## src/design/htfc_pkg.sv

```systemverilog
// Shared types, constants and helper functions for the sensor frame checker.
// Used by htfc_front, htfc_back and the top level; depends on nothing.
package htfc_pkg;

  localparam logic [7:0] CrcInit = 8'hFF;
  localparam logic [7:0] CrcPoly = 8'h31;

  localparam logic [7:0]        TempScale = 8'd175;
  localparam logic [7:0]        HumScale  = 8'd125;
  localparam logic signed [9:0] TempBase  = -10'sd45;
  localparam logic signed [7:0] HumBase   = -8'sd6;
  localparam logic [16:0]       WordMax   = 17'd65535;

  localparam int CfgIndexW = 2;
  localparam logic [CfgIndexW-1:0] RegTempOffset  = 2'd0;
  localparam logic [CfgIndexW-1:0] RegTempFloor   = 2'd1;
  localparam logic [CfgIndexW-1:0] RegTempCeiling = 2'd2;

  localparam logic signed [4:0] TempOffsetReset  = -5'sd5;
  localparam logic signed [7:0] TempFloorReset   = 8'sd0;
  localparam logic signed [7:0] TempCeilingReset = 8'sd100;

  // Position within the six-byte answer
  typedef enum logic [2:0] {
    PosTempHi = 3'd0,
    PosTempLo = 3'd1,
    PosTempCrc = 3'd2,
    PosHumHi = 3'd3,
    PosHumLo = 3'd4,
    PosHumCrc = 3'd5
  } pos_t;

  typedef struct packed {
    logic signed [4:0] temp_offset;
    logic signed [7:0] temp_floor;
    logic signed [7:0] temp_ceiling;
  } cfg_t;

  // One checked frame, handed from the front to the back
  typedef struct packed {
    logic [15:0] raw_temp;
    logic [15:0] raw_humidity;
    logic        crc_error;
  } frame_t;

  typedef struct packed {
    logic [15:0]       raw_temp;
    logic [15:0]       raw_humidity;
    logic signed [7:0] temp_degrees;
    logic signed [7:0] humidity_percent;
    logic              crc_error;
  } result_t;

  // CRC-8, MSB first, one byte
  function automatic logic [7:0] crc8_feed(input logic [7:0] crc, input logic [7:0] data);
    logic [7:0] c;
    c = crc ^ data;
    for (int k = 0; k < 8; k++) begin
      c = c[7] ? ({c[6:0], 1'b0} ^ CrcPoly) : {c[6:0], 1'b0};
    end
    return c;
  endfunction

  // floor(x / 65535) for x below 256 * 65535, so that the quotient stays under 256
  function automatic logic [7:0] div_word_max(input logic [23:0] x);
    logic [7:0]  q;
    logic [16:0] r;
    q = x[23:16];
    r = {1'b0, x[15:0]} + {9'd0, q};
    if (r >= WordMax) begin
      q = q + 8'd1;
    end
    return q;
  endfunction

endpackage

```

## src/design/htfc_fifo.sv

```systemverilog
// Small register queue with combinational head read.
// Generic; depends on nothing.
module htfc_fifo #(
  parameter int Width = 8,
  parameter int Depth = 2
) (
  input  logic             clk,
  input  logic             rst,
  input  logic             push,
  input  logic [Width-1:0] wdata,
  output logic             full,
  input  logic             pop,
  output logic [Width-1:0] rdata,
  output logic             empty
);

  localparam int PtrW = (Depth > 1) ? $clog2(Depth) : 1;
  localparam int CntW = $clog2(Depth + 1);

  logic [Width-1:0] mem [Depth];
  logic [PtrW-1:0]  wr_ptr;
  logic [PtrW-1:0]  rd_ptr;
  logic [CntW-1:0]  count;
  logic             do_push;
  logic             do_pop;

  assign full    = (count == CntW'(Depth));
  assign empty   = (count == '0);
  assign do_push = push && !full;
  assign do_pop  = pop && !empty;
  assign rdata   = mem[rd_ptr];

  always_ff @(posedge clk) begin
    if (do_push) begin
      mem[wr_ptr] <= wdata;
    end
  end

  always_ff @(posedge clk) begin
    if (rst) begin
      wr_ptr <= '0;
      rd_ptr <= '0;
      count  <= '0;
    end else begin
      if (do_push) begin
        wr_ptr <= (wr_ptr == PtrW'(Depth - 1)) ? '0 : wr_ptr + PtrW'(1);
      end
      if (do_pop) begin
        rd_ptr <= (rd_ptr == PtrW'(Depth - 1)) ? '0 : rd_ptr + PtrW'(1);
      end
      if (do_push && !do_pop) begin
        count <= count + CntW'(1);
      end else if (do_pop && !do_push) begin
        count <= count - CntW'(1);
      end
    end
  end

endmodule

```

## src/design/htfc_front.sv

```systemverilog
// Front end: takes answer bytes, assembles both words and checks their CRCs.
// Depends on htfc_pkg.
module htfc_front (
  input  logic            clk,
  input  logic            rst,
  input  logic            push,
  input  logic [7:0]      rx_byte,
  output logic            full,
  input  logic            frame_full,
  output logic            frame_push,
  output htfc_pkg::frame_t frame
);
  import htfc_pkg::*;

  pos_t        pos;
  pos_t        pos_next;
  logic [7:0]  crc;
  logic [7:0]  crc_next;
  logic [15:0] temp_word;
  logic [15:0] temp_word_next;
  logic [15:0] hum_word;
  logic [15:0] hum_word_next;
  logic        temp_bad;
  logic        temp_bad_next;
  logic        take;

  // Stall only on the last byte, and only when the frame cannot be queued
  assign full = (pos == PosHumCrc) && frame_full;
  assign take = push && !full;

  always_comb begin
    pos_next       = pos;
    crc_next       = crc;
    temp_word_next = temp_word;
    hum_word_next  = hum_word;
    temp_bad_next  = temp_bad;
    if (take) begin
      case (pos)
        PosTempHi: begin
          crc_next       = crc8_feed(CrcInit, rx_byte);
          temp_word_next = {rx_byte, 8'h00};
          pos_next       = PosTempLo;
        end
        PosTempLo: begin
          crc_next       = crc8_feed(crc, rx_byte);
          temp_word_next = {temp_word[15:8], rx_byte};
          pos_next       = PosTempCrc;
        end
        PosTempCrc: begin
          temp_bad_next = (crc != rx_byte);
          crc_next      = CrcInit;
          pos_next      = PosHumHi;
        end
        PosHumHi: begin
          crc_next      = crc8_feed(CrcInit, rx_byte);
          hum_word_next = {rx_byte, 8'h00};
          pos_next      = PosHumLo;
        end
        PosHumLo: begin
          crc_next      = crc8_feed(crc, rx_byte);
          hum_word_next = {hum_word[15:8], rx_byte};
          pos_next      = PosHumCrc;
        end
        default: begin
          crc_next      = CrcInit;
          temp_bad_next = 1'b0;
          pos_next      = PosTempHi;
        end
      endcase
    end
  end

  // Hand the checked frame on as the last byte of an answer goes in
  always_comb begin
    frame_push         = take && (pos == PosHumCrc);
    frame.raw_temp     = temp_word;
    frame.raw_humidity = hum_word;
    frame.crc_error    = temp_bad || (crc != rx_byte);
  end

  always_ff @(posedge clk) begin
    if (rst) begin
      pos      <= PosTempHi;
      crc      <= CrcInit;
      temp_bad <= 1'b0;
    end else begin
      pos      <= pos_next;
      crc      <= crc_next;
      temp_bad <= temp_bad_next;
    end
  end

  always_ff @(posedge clk) begin
    temp_word <= temp_word_next;
    hum_word  <= hum_word_next;
  end

endmodule

```

## src/design/htfc_back.sv

```systemverilog
// Back end: scales checked frames to degrees and percent, applies offset and clamps.
// Depends on htfc_pkg; feeds the result queue in the top level.
module htfc_back (
  input  logic              clk,
  input  logic              rst,
  input  htfc_pkg::cfg_t    cfg,
  input  htfc_pkg::frame_t  frame,
  input  logic              frame_empty,
  output logic              frame_pop,
  input  logic              res_full,
  output logic              res_push,
  output htfc_pkg::result_t res
);
  import htfc_pkg::*;

  logic        s1_valid;
  logic        s1_load;
  logic [23:0] temp_prod;
  logic [23:0] hum_prod;
  frame_t      s1_frame;

  logic [7:0]        temp_q;
  logic [7:0]        hum_q;
  logic signed [9:0] t_conv;
  logic signed [9:0] t_ceil;
  logic signed [9:0] t_clamp;
  logic signed [9:0] ceil_ext;
  logic signed [9:0] floor_ext;
  logic signed [7:0] h_conv;

  // Advance the multiply stage when it is empty or its item leaves this cycle
  assign s1_load   = !s1_valid || !res_full;
  assign frame_pop = s1_load && !frame_empty;
  assign res_push  = s1_valid && !res_full;

  always_ff @(posedge clk) begin
    if (rst) begin
      s1_valid <= 1'b0;
    end else if (s1_load) begin
      s1_valid <= !frame_empty;
    end
  end

  always_ff @(posedge clk) begin
    if (s1_load) begin
      s1_frame  <= frame;
      temp_prod <= {8'd0, frame.raw_temp} * {16'd0, TempScale};
      hum_prod  <= {8'd0, frame.raw_humidity} * {16'd0, HumScale};
    end
  end

  always_comb begin
    temp_q    = div_word_max(temp_prod);
    hum_q     = div_word_max(hum_prod);
    ceil_ext  = {{2{cfg.temp_ceiling[7]}}, cfg.temp_ceiling};
    floor_ext = {{2{cfg.temp_floor[7]}}, cfg.temp_floor};
    t_conv    = $signed({2'b00, temp_q}) + TempBase
                + $signed({{5{cfg.temp_offset[4]}}, cfg.temp_offset});
    // Ceiling first, then floor, so a floor above the ceiling wins
    t_ceil    = (t_conv > ceil_ext) ? ceil_ext : t_conv;
    t_clamp   = (t_ceil < floor_ext) ? floor_ext : t_ceil;
    h_conv    = $signed(hum_q) + HumBase;

    res.raw_temp     = s1_frame.raw_temp;
    res.raw_humidity = s1_frame.raw_humidity;
    res.crc_error    = s1_frame.crc_error;
    if (s1_frame.crc_error) begin
      res.temp_degrees     = 8'sd0;
      res.humidity_percent = 8'sd0;
    end else begin
      res.temp_degrees     = t_clamp[7:0];
      res.humidity_percent = h_conv;
    end
  end

endmodule

```

## src/design/humidity_temp_frame_check_convert.sv

```systemverilog
// Top level of the sensor answer checker and converter.
// Depends on htfc_pkg, htfc_fifo, htfc_front and htfc_back.
//
// Input: drive rx_byte with push high; the item is taken on a rising edge where
//   full is low. Six items make one answer: temperature high, low, CRC, humidity
//   high, low, CRC. There is no resync; only rst realigns the byte count.
// Output: while empty is low the oldest result sits on the result ports; pop it
//   with pop high. One result leaves per six bytes.
// Configuration: cfg_write with cfg_index and cfg_data sets temp_offset (0),
//   temp_floor (1) or temp_ceiling (2). Change them only while idle.
// Timing: one byte per cycle sustained while full stays low, set by the byte input
//   itself; the CRC is one unrolled step per byte and each scale is a 16x8 multiply
//   in a registered stage. A result passes from the frame queue through the
//   registered multiply stage into the result queue before it shows on the ports.
// Reset: rst (synchronous) empties both queues and the multiply stage, returns to
//   the first byte and loads offset -5, floor 0, ceiling 100.
// Stall: if pop is held low the result queue fills, then the frame queue; full
//   only rises on the sixth byte of an answer, so bytes one to five always go in.
module humidity_temp_frame_check_convert #(
  parameter int FrameDepth  = 2,
  parameter int ResultDepth = 2
) (
  input  logic                               clk,
  input  logic                               rst,
  input  logic                               push,
  input  logic [7:0]                         rx_byte,
  output logic                               full,
  input  logic                               pop,
  output logic                               empty,
  output logic [15:0]                        raw_temp,
  output logic [15:0]                        raw_humidity,
  output logic signed [7:0]                  temp_degrees,
  output logic signed [7:0]                  humidity_percent,
  output logic                               crc_error,
  input  logic                               cfg_write,
  input  logic [htfc_pkg::CfgIndexW-1:0]     cfg_index,
  input  logic [7:0]                         cfg_data
);
  import htfc_pkg::*;

  cfg_t    cfg;
  frame_t  front_frame;
  frame_t  queued_frame;
  result_t back_res;
  result_t head_res;
  logic    front_push;
  logic    frame_full;
  logic    frame_empty;
  logic    frame_pop;
  logic    res_push;
  logic    res_full;

  // Configuration registers; writes to an unused index are dropped
  always_ff @(posedge clk) begin
    if (rst) begin
      cfg.temp_offset  <= TempOffsetReset;
      cfg.temp_floor   <= TempFloorReset;
      cfg.temp_ceiling <= TempCeilingReset;
    end else if (cfg_write) begin
      case (cfg_index)
        RegTempOffset:  cfg.temp_offset  <= cfg_data[4:0];
        RegTempFloor:   cfg.temp_floor   <= cfg_data;
        RegTempCeiling: cfg.temp_ceiling <= cfg_data;
        default: ;
      endcase
    end
  end

  // Front: byte assembly and CRC check
  htfc_front u_front (
    .clk        (clk),
    .rst        (rst),
    .push       (push),
    .rx_byte    (rx_byte),
    .full       (full),
    .frame_full (frame_full),
    .frame_push (front_push),
    .frame      (front_frame)
  );

  // Hold checked frames between front and back
  htfc_fifo #(
    .Width ($bits(frame_t)),
    .Depth (FrameDepth)
  ) u_frame_q (
    .clk   (clk),
    .rst   (rst),
    .push  (front_push),
    .wdata (front_frame),
    .full  (frame_full),
    .pop   (frame_pop),
    .rdata (queued_frame),
    .empty (frame_empty)
  );

  // Back: scaling, offset and clamp
  htfc_back u_back (
    .clk         (clk),
    .rst         (rst),
    .cfg         (cfg),
    .frame       (queued_frame),
    .frame_empty (frame_empty),
    .frame_pop   (frame_pop),
    .res_full    (res_full),
    .res_push    (res_push),
    .res         (back_res)
  );

  // Result queue parts the converter from a stalled receiver
  htfc_fifo #(
    .Width ($bits(result_t)),
    .Depth (ResultDepth)
  ) u_result_q (
    .clk   (clk),
    .rst   (rst),
    .push  (res_push),
    .wdata (back_res),
    .full  (res_full),
    .pop   (pop),
    .rdata (head_res),
    .empty (empty)
  );

  assign raw_temp         = head_res.raw_temp;
  assign raw_humidity     = head_res.raw_humidity;
  assign temp_degrees     = head_res.temp_degrees;
  assign humidity_percent = head_res.humidity_percent;
  assign crc_error        = head_res.crc_error;

endmodule

```

## config.mk

```make
export PLATFORM = sky130hd
export DESIGN_NAME = humidity_temp_frame_check_convert
export DESIGN_NICKNAME = d
export VERILOG_FILES = /design/src/design/htfc_pkg.sv /design/src/design/htfc_fifo.sv /design/src/design/htfc_front.sv /design/src/design/htfc_back.sv /design/src/design/humidity_temp_frame_check_convert.sv
export SDC_FILE = /design/constraint.sdc
export NUM_CORES = 1
export LEC_CHECK = 0
export BUFFER_PORTS_ARGS = -buffer_cell sky130_fd_sc_hd__buf_2
export CORE_ASPECT_RATIO = 1.1
export CORE_MARGIN = 2
export CORE_UTILIZATION = 50
export DETAILED_ROUTE_END_ITERATION = 8
export HOLD_SLACK_MARGIN = 0.15
export PLACE_DENSITY = 0.65
export REMOVE_ABC_BUFFERS = 1
export SYNTH_ARGS = -nofsm -noshare
export SYNTH_HDL_FRONTEND = slang
export SYNTH_SLANG_ARGS = --single-unit
export TNS_END_PERCENT = 20
```

## constraint.sdc

```tcl
create_clock -name clk -period 8.5 [get_ports clk]
set_clock_uncertainty 0.05 [all_clocks]
set_input_delay 0 -clock clk [delete_from_list [all_inputs] [get_ports clk]]
set_output_delay 0 -clock clk [all_outputs]
set_load 0.02 [all_outputs]
```

==> results.cfg <==
[logic_synthesis]
syn-cell-area_um2 = 19700
synthTopCellsByCount = 273 x edfxtp_1, 175 x ha_1, 155 x inv_1, 111 x fa_1, 90 x nor2_1
synth_most_common_cell = edfxtp_1
async_reset_ff_frac = 0
synthFlopType = edfxtp_1
ys_types = 79
avgSynthCellArea_um2 = 12.5
syn_inst = 1575
synth_edf_count = 273
yosysSeqAreaShare = 0.462
synth_area_leaders = edfxtp_1 42%, fa_1 11%, ha_1 11%, mux2_2 4.6%, dfxtp_1 4.5%
yosys_warnings = 0
yosysTopAreaCellShare = 0.417
synth_seq_cells = 317
synth_largest_area_cell = edfxtp_1

[min_path]
hold_path.class = input port to flop
hp-start = cfg_data[5]

[grt]
grt_max_degree = 79
track_usage = 0.195
antenna_found_initial = 0
grt_remaining_overflow = 0
grt_first_pass_wirelength_mm = 62.8
first_global_vias = 12400

[worst_setup_path]
cpMostUsedCell = ha_1
worstSetupEndpointType = flop
critPathMaxStageDelay_ps = 400
start_kind = flop
critPathKind = flop to flop
crit_arrival_ps = 8100
critical_path.max_fanout = 6
cpMaxStageDelayCell = fa_1
startpoint = u_back.res[33]
critPathRequiredTime_ps = 8720
regToRegStartpoint = u_back.res[33]

[sta]
fmax_ghz = 0.127
holdWs_ps = 237
tns_ps = 0
rsz0062_at_grt = false
fin_crit_sh = 0.927
relSlewSlack = 0.150
setup_violations = 0
finalHoldViolCount = 0
maxSlewViolCount = 0
worstMarginPinSlew_ps = 1270
min_period_ps = 7880

[cts]
cts_buffer_depth = 3
cts_sinks = 317
cts_buffers = 36
clk_latency_ps = 530
h-tree-depth = 2
path_clk_slew_ps = 60
cts_tree = built
cts.root.buffer_cell = clkbuf_16

[finish]
syn_to_final_growth_pct = 12.5
fin_nets = 1996
diodes = 0
drive_above_1_share = 0.146

[placed_design]
gp_congestion = 0.904
io_buffers = 73
hpwl_mm = 28.0

[status]
outcome = finished, final reports clean

[floorplan]
die_height_um = 212
initial_core_util = 0.504
ios = 74
die_area_um2 = 40900
std_cell_rows = 76
core_area_um2 = 39000
die_w_um = 193

[routing]
drt-pass1-iter-count = 7
antenna_left = 0
wl_per_cell_um = 17.3
top_layer = met4
drt_wl_total_mm = 38.3
routedLengthMet1_mm = 17.5
drt_iter0_drc = 576
vias = 12100
routed-wl-met2_mm = 18.4
wl_met3_mm = 1.58
drc = 0
viasPerCell = 5.43

[flow_run]
maxCapViolCount = 0
[state kept, by name, indices dropped and copies added, names as in the netlist, named ones only]
name,count
cfg,21
u_back.hum_prod,21
u_back.res,33
u_back.s1_valid,1
u_back.temp_prod,23
u_frame_q.count,2
u_frame_q.mem,66
u_frame_q.rd_ptr,1
u_frame_q.wr_ptr,1
u_front.crc,8
u_front.hum_word,16
u_front.pos,3
u_front.temp_bad,1
u_front.temp_word,16
u_result_q.count,2
u_result_q.mem,98
u_result_q.rd_ptr,1
u_result_q.wr_ptr,1
[area by class of cell]
class / instances / area [µm²]
well taps: 507 / 634
clock inverters: 23 / 274
multi-input cells: 1065 / 9860
fillers: 3244 / 16900
flip-flops and latches: 317 / 9080
clock buffers: 42 / 976
repair buffers: 110 / 706
inverters: 157 / 589
[placed cells by master, fill, tap and decap left out, types with 17 or more instances in the layout]
cell	instances
a21o_1	17
a21oi_1	61
and2_1	23
and3_1	23
buf_2	73
clkbuf_16	38
dfxtp_1	43
dlygate4sd3_1	25
edfxtp_1	273
fa_1	111
ha_1	175
inv_1	155
mux2_2	81
mux2i_1	32
nand2_1	61
nand2b_1	20
nand3_1	19
nor2_1	88
nor2b_1	24
o21ai_0	42
xnor2_1	64
xor2_1	34
[routing by layer]
| layer | track usage | vias to the layer above |
|---|---|---|
| li1 | - | 5878 |
| met1 | 0.266 | 5883 |
| met2 | 0.329 | 238 |
| met3 | 0.0244 | 62 |
| met4 | 0.0530 | 0 |
| met5 | 0 | - |
[worst paths after layout]
| check | slack (ps) | end | cells past startpoint |
|---|---|---|---|
| setup / recovery | 620 | u_result_q.mem[1][10] | 39 |
| hold / removal | 240 | cfg[13] | 4 |
| setup reg to reg | 620 | u_result_q.mem[1][10] | 39 |
| hold reg to reg | 390 | u_result_q.mem[0][40] | 0 |
[cell families (layout without fill, tap and decap cells)]
logic type,after synthesis,in the layout,share of synthesized area
AO/OA/AOI/OAI,229,229,0.0794
XOR/XNOR,98,98,0.0437
adder cells (fa/ha/maj),286,286,0.224
buffers and inverters,193,332,0.0373
flip-flops,317,317,0.462
multiplexers,113,113,0.0627
AND/OR/NAND/NOR,339,339,0.0905
[through the flow]
step	utilization	worst slack, ps	instances	area [µm²]
floorplan	-	817	1539	19500
global placement	0.529	498	2130	20600
detailed placement	0.529	246	2130	20600
CTS	0.567	197	2220	22100
global route	0.567	5.64	2221	22100
finish	0.567	621	2221	22100
[what timing repair did]
item | CTS | global route
gates resized for setup | 0 | 4
hold buffers | 25 | 0
hold endpoints to repair | 98 | 0
buffers inserted | 0 | 1
endpoints found under the setup margin | 0 | 16
[worst max-delay path, delay by kind of cell (launching register included)]
kind,cells,cell delay [ps]
multiplexers,2,580
flip-flops,1,380
buffers and inverters,4,250
AND/OR/NAND/NOR,8,1290
adder cells (fa/ha/maj),7,1990
AO/OA/AOI/OAI,18,3110
Power is left out: the tool's default activity adds up to more than one toggle a clock period on the data nets, which glitch-free logic cannot reach.
